==> config.mk <==
export PLATFORM = sky130hd
export DESIGN_NAME = mrs_ctrl
export DESIGN_NICKNAME = d
export VERILOG_FILES = /design/src/hdl/mrs_pkg.sv /design/src/hdl/mrs_ctrl.sv
export SDC_FILE = /design/constraint.sdc
export NUM_CORES = 1
export LEC_CHECK = 0
export BUFFER_PORTS_ARGS = -buffer_cell sky130_fd_sc_hd__buf_2
export CAP_MARGIN = 10
export CORE_ASPECT_RATIO = 1.25
export CORE_MARGIN = 2
export CORE_UTILIZATION = 36
export CTS_BUF_LIST = sky130_fd_sc_hd__clkbuf_16
export CTS_CLUSTER_SIZE = 16
export DETAILED_ROUTE_END_ITERATION = 16
export GPL_TIMING_DRIVEN = 0
export HOLD_SLACK_MARGIN = 0.15
export SLEW_MARGIN = 10
export SYNTH_ARGS = -nofsm -noshare
export SYNTH_HDL_FRONTEND = slang
export SYNTH_SLANG_ARGS = --single-unit
==> constraint.sdc <==
create_clock -name clk -period 5.15 [get_ports clk]
set_input_delay 0.515 -clock clk [delete_from_list [all_inputs] [get_ports clk]]
set_output_delay 0.515 -clock clk [all_outputs]
set_load 0.01 [all_outputs]
==> src/hdl/mrs_pkg.sv <==
// Shared types, constants and CRC helper for the Modbus RTU slave engine.
// No dependencies; used by mrs_dp, mrs_ctrl and the top level.
`default_nettype none
package mrs_pkg;

  localparam int RX_DEPTH  = 256;
  localparam int RX_AW     = $clog2(RX_DEPTH);
  localparam int RX_CW     = RX_AW + 1;
  localparam int TX_DEPTH  = 256;
  localparam int TX_AW     = $clog2(TX_DEPTH);
  localparam int TX_CW     = TX_AW + 1;
  localparam int REG_DEPTH = 128;
  localparam int REG_AW    = $clog2(REG_DEPTH);

  localparam logic [7:0]  REGS_MAX = 8'(REG_DEPTH);
  localparam logic [15:0] MAX_QTY  = 16'd125;
  localparam logic [15:0] CRC_INIT = 16'hFFFF;
  localparam logic [15:0] CRC_POLY = 16'hA001;
  localparam logic [7:0]  EXC_FLAG = 8'h80;

  // item kinds
  localparam logic [1:0] K_RX   = 2'd0;
  localparam logic [1:0] K_TICK = 2'd1;
  localparam logic [1:0] K_TX   = 2'd2;
  localparam logic [1:0] K_LWR  = 2'd3;

  // configuration register indexes
  localparam logic [1:0] CFG_SLAVE   = 2'd0;
  localparam logic [1:0] CFG_REGS    = 2'd1;
  localparam logic [1:0] CFG_TIMEOUT = 2'd2;

  // frame status codes
  localparam logic [2:0] ST_NONE   = 3'd0;
  localparam logic [2:0] ST_QUEUED = 3'd1;
  localparam logic [2:0] ST_BCAST  = 3'd2;
  localparam logic [2:0] ST_SHORT  = 3'd3;
  localparam logic [2:0] ST_OTHER  = 3'd4;
  localparam logic [2:0] ST_CRC    = 3'd5;
  localparam logic [2:0] ST_BUSY   = 3'd6;

  // function and exception codes
  localparam logic [7:0] FN_READ  = 8'h03;
  localparam logic [7:0] FN_WRITE = 8'h06;
  localparam logic [7:0] EXC_FN   = 8'h01;
  localparam logic [7:0] EXC_ADDR = 8'h02;
  localparam logic [7:0] EXC_VAL  = 8'h03;

  typedef enum logic [1:0] {
    RP_EXC  = 2'd0,
    RP_ECHO = 2'd1,
    RP_READ = 2'd2
  } reply_t;

  typedef enum logic [3:0] {
    OP_NONE = 4'd0,
    OP_ACC  = 4'd1,
    OP_SCAN = 4'd2,
    OP_DEC  = 4'd3,
    OP_HDR  = 4'd4,
    OP_RRD  = 4'd5,
    OP_RHI  = 4'd6,
    OP_RLO  = 4'd7,
    OP_CLO  = 4'd8,
    OP_CHI  = 4'd9,
    OP_TXO  = 4'd10
  } op_t;

  typedef struct packed {
    logic go_scan;
    logic go_tx;
    logic scan_done;
    logic reply;
    logic hdr_done;
    logic rd_reply;
    logic reg_done;
    logic out_free;
  } dp_sts_t;

  function automatic logic [15:0] crc_byte(input logic [15:0] crc, input logic [7:0] b);
    logic [15:0] c;
    c = crc ^ {8'h00, b};
    for (int i = 0; i < 8; i++) begin
      c = c[0] ? ((c >> 1) ^ CRC_POLY) : (c >> 1);
    end
    return c;
  endfunction

endpackage
`default_nettype wire

==> src/hdl/mrs_ctrl.sv <==
// Control state machine: sequences accept, frame scan, decision, reply build
// and transmit reads. Depends on mrs_pkg; commands mrs_dp.
`default_nettype none
module mrs_ctrl import mrs_pkg::*; (
  input  logic    clk,
  input  logic    rst_n,
  input  logic    in_valid,
  output logic    in_ready,
  input  dp_sts_t sts,
  output op_t     op
);
  typedef enum logic [9:0] {
    S_IDLE = 10'b00_0000_0001,
    S_SCAN = 10'b00_0000_0010,
    S_DEC  = 10'b00_0000_0100,
    S_HDR  = 10'b00_0000_1000,
    S_RRD  = 10'b00_0001_0000,
    S_RHI  = 10'b00_0010_0000,
    S_RLO  = 10'b00_0100_0000,
    S_CLO  = 10'b00_1000_0000,
    S_CHI  = 10'b01_0000_0000,
    S_TXO  = 10'b10_0000_0000
  } state_t;

  state_t state_r, state_nxt;
  logic   acc;

  assign in_ready = (state_r == S_IDLE) && sts.out_free;
  assign acc      = in_ready && in_valid;

  always_comb begin
    state_nxt = state_r;
    op        = OP_NONE;
    unique case (state_r)
      S_IDLE: begin
        if (acc) begin
          op = OP_ACC;
          priority if (sts.go_scan) state_nxt = S_SCAN;
          else if (sts.go_tx)       state_nxt = S_TXO;
          else                      state_nxt = S_IDLE;
        end
      end
      S_SCAN: begin
        op = OP_SCAN;
        if (sts.scan_done) state_nxt = S_DEC;
      end
      S_DEC: begin
        op        = OP_DEC;
        state_nxt = sts.reply ? S_HDR : S_IDLE;
      end
      S_HDR: begin
        op = OP_HDR;
        if (sts.hdr_done) state_nxt = sts.rd_reply ? S_RRD : S_CLO;
      end
      S_RRD: begin
        op        = OP_RRD;
        state_nxt = S_RHI;
      end
      S_RHI: begin
        op        = OP_RHI;
        state_nxt = S_RLO;
      end
      S_RLO: begin
        op        = OP_RLO;
        state_nxt = sts.reg_done ? S_CLO : S_RRD;
      end
      S_CLO: begin
        op        = OP_CLO;
        state_nxt = S_CHI;
      end
      S_CHI: begin
        op        = OP_CHI;
        state_nxt = S_IDLE;
      end
      S_TXO: begin
        op        = OP_TXO;
        state_nxt = S_IDLE;
      end
      default: state_nxt = S_IDLE;
    endcase
  end

  always_ff @(posedge clk) begin
    if (!rst_n) begin
      state_r <= S_IDLE;
    end else begin
      state_r <= state_nxt;
    end
  end

`ifndef SYNTHESIS
  a_done_free: assert property (@(posedge clk) disable iff (!rst_n)
    (state_r == S_CHI || state_r == S_TXO) |-> sts.out_free)
    else $error("result register busy at end of a multi-cycle item");
  a_scan_from_tick: assert property (@(posedge clk) disable iff (!rst_n)
    (state_r == S_SCAN && $past(state_r) == S_IDLE) |-> $past(acc))
    else $error("scan started without an accepted item");
  a_no_accept_busy: assert property (@(posedge clk) disable iff (!rst_n)
    (state_r != S_IDLE) |-> !in_ready)
    else $error("input taken while an item is in progress");
`endif
endmodule
`default_nettype wire

# Word level (Yosys, flattened, before mapping)
# Cells that the tools add are included.
# totals
register_bits	10
latchBits	0
mem_bits_rw	0
romBits	0
inputBits	11
output_inout_bits	5
wordCells	28
mem_count	0
# op_classes
add_sub_neg	0
mul	0
n_div	0
n_lt_le_gt_ge	0
n_eq_ne	13
shifts	0
n_mux	11
bitwise	0
reduce_logical	3
# op_table
cell	count
10-bit one-hot mux with 8 select lines	1
10-bit two-way mux	5
4-bit one-hot mux with 10 select lines	1
8-bit two-way mux	2
10-bit by 1-bit equality test with 1-bit output, second input constant	1
10-bit equality test, second input constant	1
10-bit by 2-bit equality test with 1-bit output, second input constant	1
10-bit by 3-bit equality test with 1-bit output, second input constant	1
10-bit by 4-bit equality test with 1-bit output, second input constant	1
10-bit by 5-bit equality test with 1-bit output, second input constant	1
10-bit by 6-bit equality test with 1-bit output, second input constant	1
10-bit by 7-bit equality test with 1-bit output, second input constant	1
10-bit by 8-bit equality test with 1-bit output, second input constant	1
10-bit by 9-bit equality test with 1-bit output, second input constant	1
2-bit != test, second input constant	3
4-bit two-way mux	1
3-bit AND reduction	1
1-bit logical AND	2
1-bit two-way mux	1

# Logic depth before layout (Yosys ltp)
# logic_depth
word_depth	5
mapped_depth	5

# Worst setup path after synthesis
# Ideal clock, no wire load.
# synth_timing
kind	register to output
start	register state_r[8]
end	output port op[1]
arrival_ns	1.873
t_required_ns	4.635
slack_ns	2.762
path_stages_with_launch	6
cell_sequence	dfxtp_1 buf_6 or4_4 or4_4 or3_1 nand3_1
# synth_between
elab_chain_cells	2
# synth_rtl
item	line_no	source
start, declared	mrs_ctrl.sv:25	state_t state_r, state_nxt;
start signal, assigned	mrs_ctrl.sv:87	state_r <= state_nxt;
10-bit equality test (tied with other cells)	mrs_ctrl.sv:34	unique case (state_r)
4-bit one-hot mux with 10 select lines (*)	mrs_ctrl.sv:34	
end, declared	mrs_ctrl.sv:10	output op_t op
# Mark *: on every way between the ends. The rest lies on a longest branch, timed or not.

# Worst setup path after layout
# layout_timing
start	register state_r[4]
end	output port op[1]
# The elaborated chain is that of the path after synthesis.

==> run metrics <==
slowest CP cell nor4_1; Post-Syn Area 723.2 um2; max-slew violations 0; critical path required time 4640 ps; final wirelength about 1800 um; Crit Path Class reg -> out; final antenna-violating net count 0; CTS Buf Count 3; CTS sink cnt 10; Worst R2R Path Depth 5; Tightest Pin Transition ~660 ps; fin crit period between 2000 and 3000 ps; post-CTS sizing 0; Worst-Skew Late Latency roughly 240 ps; Mapped Cells 93; biggest regs state_r (10); sequential area share after synthesis between 20% and 30%; clk root buf clkbuf_16; via count 784; Total Die Area 2386 um2; count of cell types in the netlist 35; setup TNS 0 ps; CP Launch Type register; H-tree depth 1; syn_nets 104; fmax 342.7 MHz; setup violators final 0; Max Cap Viol 0; Ports 16; Starting Density between 30% and 40%; # DRC 0; WP depth 6; TritonCTS clock tree built; initial antenna violation count 0; Cell Rows 18; CP Capture Point op[1]; vias in the first global route roughly 730; # Post-CTS Setup Buffers 0; final core utilization 46.38%; WHS 529.3 ps; dpl cell area about 820 um2; YS warnings 0; post-DP HPWL 1302 um; Buf/Inv on CP 2; worst setup margin between 2000 and 2500 ps; Die X approximately 44 um; ANT cells 0; Placeable Area approximately 1900 um2; most common cell after layout, fill and taps aside buf_2; GRT Total Usage 18.23%; largest net degree at the start of global routing 11; GRT overflow 0; Post-CTS Hold Buffers 0; Worst EP arrival about 2400 ps; initial drt markers 19; Largest Register state_r; clk_skew 3.263 ps; clock-pin slew on the worst setup and hold paths roughly 40 ps; critical path's largest stage delay approximately 640 ps; Layout area overhead 24.22%; Die H 54.11 um; synthesized area per cell about 8 um2; Filler cells 205; drt pass-1 iters 4; Routed wire per std cell 13.71 um; Reg2Reg Capture Point state_r[2]$_SDFFE_PN0P_; relative slew slack a little under three fifths; Longest Clk Path Bufs 2; Top delay family on crit path simple AND/OR/NAND/NOR gates; nets about 120; crit path cell chain clkbuf_1, nor4_1, nand2_1, or4_2, nand3_1, buf_2; Static Leak about 0.37 nW; Worst Hold Class in -> reg; vias per cell about 6.0; R2R Setup Slk roughly 2900 ps; Final GP Congestion roughly 0.81; #FFs+latches synth 10; post-route cell area ~900 um2; most frequent cells in the layout buf_2 (18), dfxtp_1 (10), nor2_1 (8), inv_1 (6); maximum VDD drop 0.0001278 V; port bufs 15; Max FO, Critical Path 9; share of cells above drive strength 1 approximately a quarter; Fin. Hold Viols 0; RSZ-0062 raised after global routing false; CP endpoint kind output port; max FFs per register 10; DP Worst Slack ~2500 ps; Final Cycle Share 56.65%; FF-to-FF Start state_r[4]$_SDFFE_PN0P_; first-pass GRT wire length between 3000 and 4000 um; CP startpoint state_r[4]$_SDFFE_PN0P_; Power Density between 200 and 300 nW/um2; status finished clean
==> worst min-delay path by stage <==
stage                              end  cells after the start  slack [ps]                     from
2_1_floorplan  state_r[8]$_SDFFE_PN0P_                      2         530  state_r[7]$_SDFFE_PN0P_
3_3_place_gp   state_r[3]$_SDFFE_PN0P_                      2         600  state_r[6]$_SDFFE_PN0P_
3_5_place_dp   state_r[8]$_SDFFE_PN0P_                      2         600  state_r[7]$_SDFFE_PN0P_
4_1_cts        state_r[0]$_SDFFE_PN1P_                      2         530                    rst_n
5_1_grt        state_r[0]$_SDFFE_PN1P_                      2         540                    rst_n
6_report       state_r[0]$_SDFFE_PN1P_                      2         530                    rst_n
==> report_power, final <==
part           internal (mW)  switching, mW
Combinational         0.0136         0.0166
Clock                  0.101         0.0381
Sequential            0.0790       0.000369
Total                  0.193         0.0551
==> worst register-to-register path: stages (launching register included) <==
cell,delay [ps]
dfxtp_1,290
clkbuf_1,190
nor4_1,640
nand3_1,310
o221ai_1,580
nor2_1,100
==> metrics by stage <==
step                power, mW  cells
finish                 0.2485    131
global route           0.2599    131
CTS                    0.2524    131
detailed placement     0.1108    128
global placement       0.1106    128
floorplan              0.1002     93
==> area by class of cell <==
type	instances	area (um2)	area share, %
inverters	6	22.52	2.507
repair buffers	15	75.07	8.357
flip-flops and latches	10	200.2	22.28
clock buffers	3	75.07	8.357
well taps	20	25.02	2.786
multi-input cells	68	455.4	50.70
plain buffers	9	45.04	5.014
==> synth_stat cells, drive strengths merged <==
cell     count  area (um2)
dfxtp       10       200.2
nor2         8       30.03
or4          7       61.31
inv          6       22.52
clkbuf       5       18.77
nand3        5       25.02
nor4         5       31.28
buf          4       26.27
nand4        4       25.02
nand2        3       11.26
nor3         3       15.01
nor3b        3       22.52
o211ai       3       22.52
o21ai        3       15.01
xnor2        3       26.28
a21oi        2       10.01
nand3b       2       15.01
nor4b        2       17.52
xor2         2       17.52
a2111oi      1       8.760
a21boi       1       7.510
and2         1       6.260
and3b        1       8.760
mux2         1       11.26
nand4b       1       8.760
o2111ai      1       8.760
o211a        1       10.01
o21bai       1       7.510
o221ai       1       8.760
o32ai        1       8.760
o41ai        1       8.760
or3          1       6.260
==> logic make-up (layout without fill, tap and decap cells) <==
logic type             after synthesis  in the layout  share of synthesized area (%)
XOR/XNOR                             5              5                          6.056
multiplexers                         1              1                          1.557
flip-flops                          10             10                          27.68
AO/OA/AOI/OAI                       16             16                          16.09
buffers and inverters               15             33                          9.342
AND/OR/NAND/NOR                     46             46                          39.27
==> routing by layer <==
| layer | wire length, um | vias up | global-route usage (%) |
|---|---|---|---|
| li1 | - | 390 | - |
| met1 | 805 | 370 | 21.03 |
| met2 | 831 | 19 | 28.19 |
| met3 | 91 | 5 | 3.356 |
| met4 | 68 | 0 | 16.67 |
| met5 | 0 | - | 0 |
No activity file was read; power rests on OpenSTA's default activity.
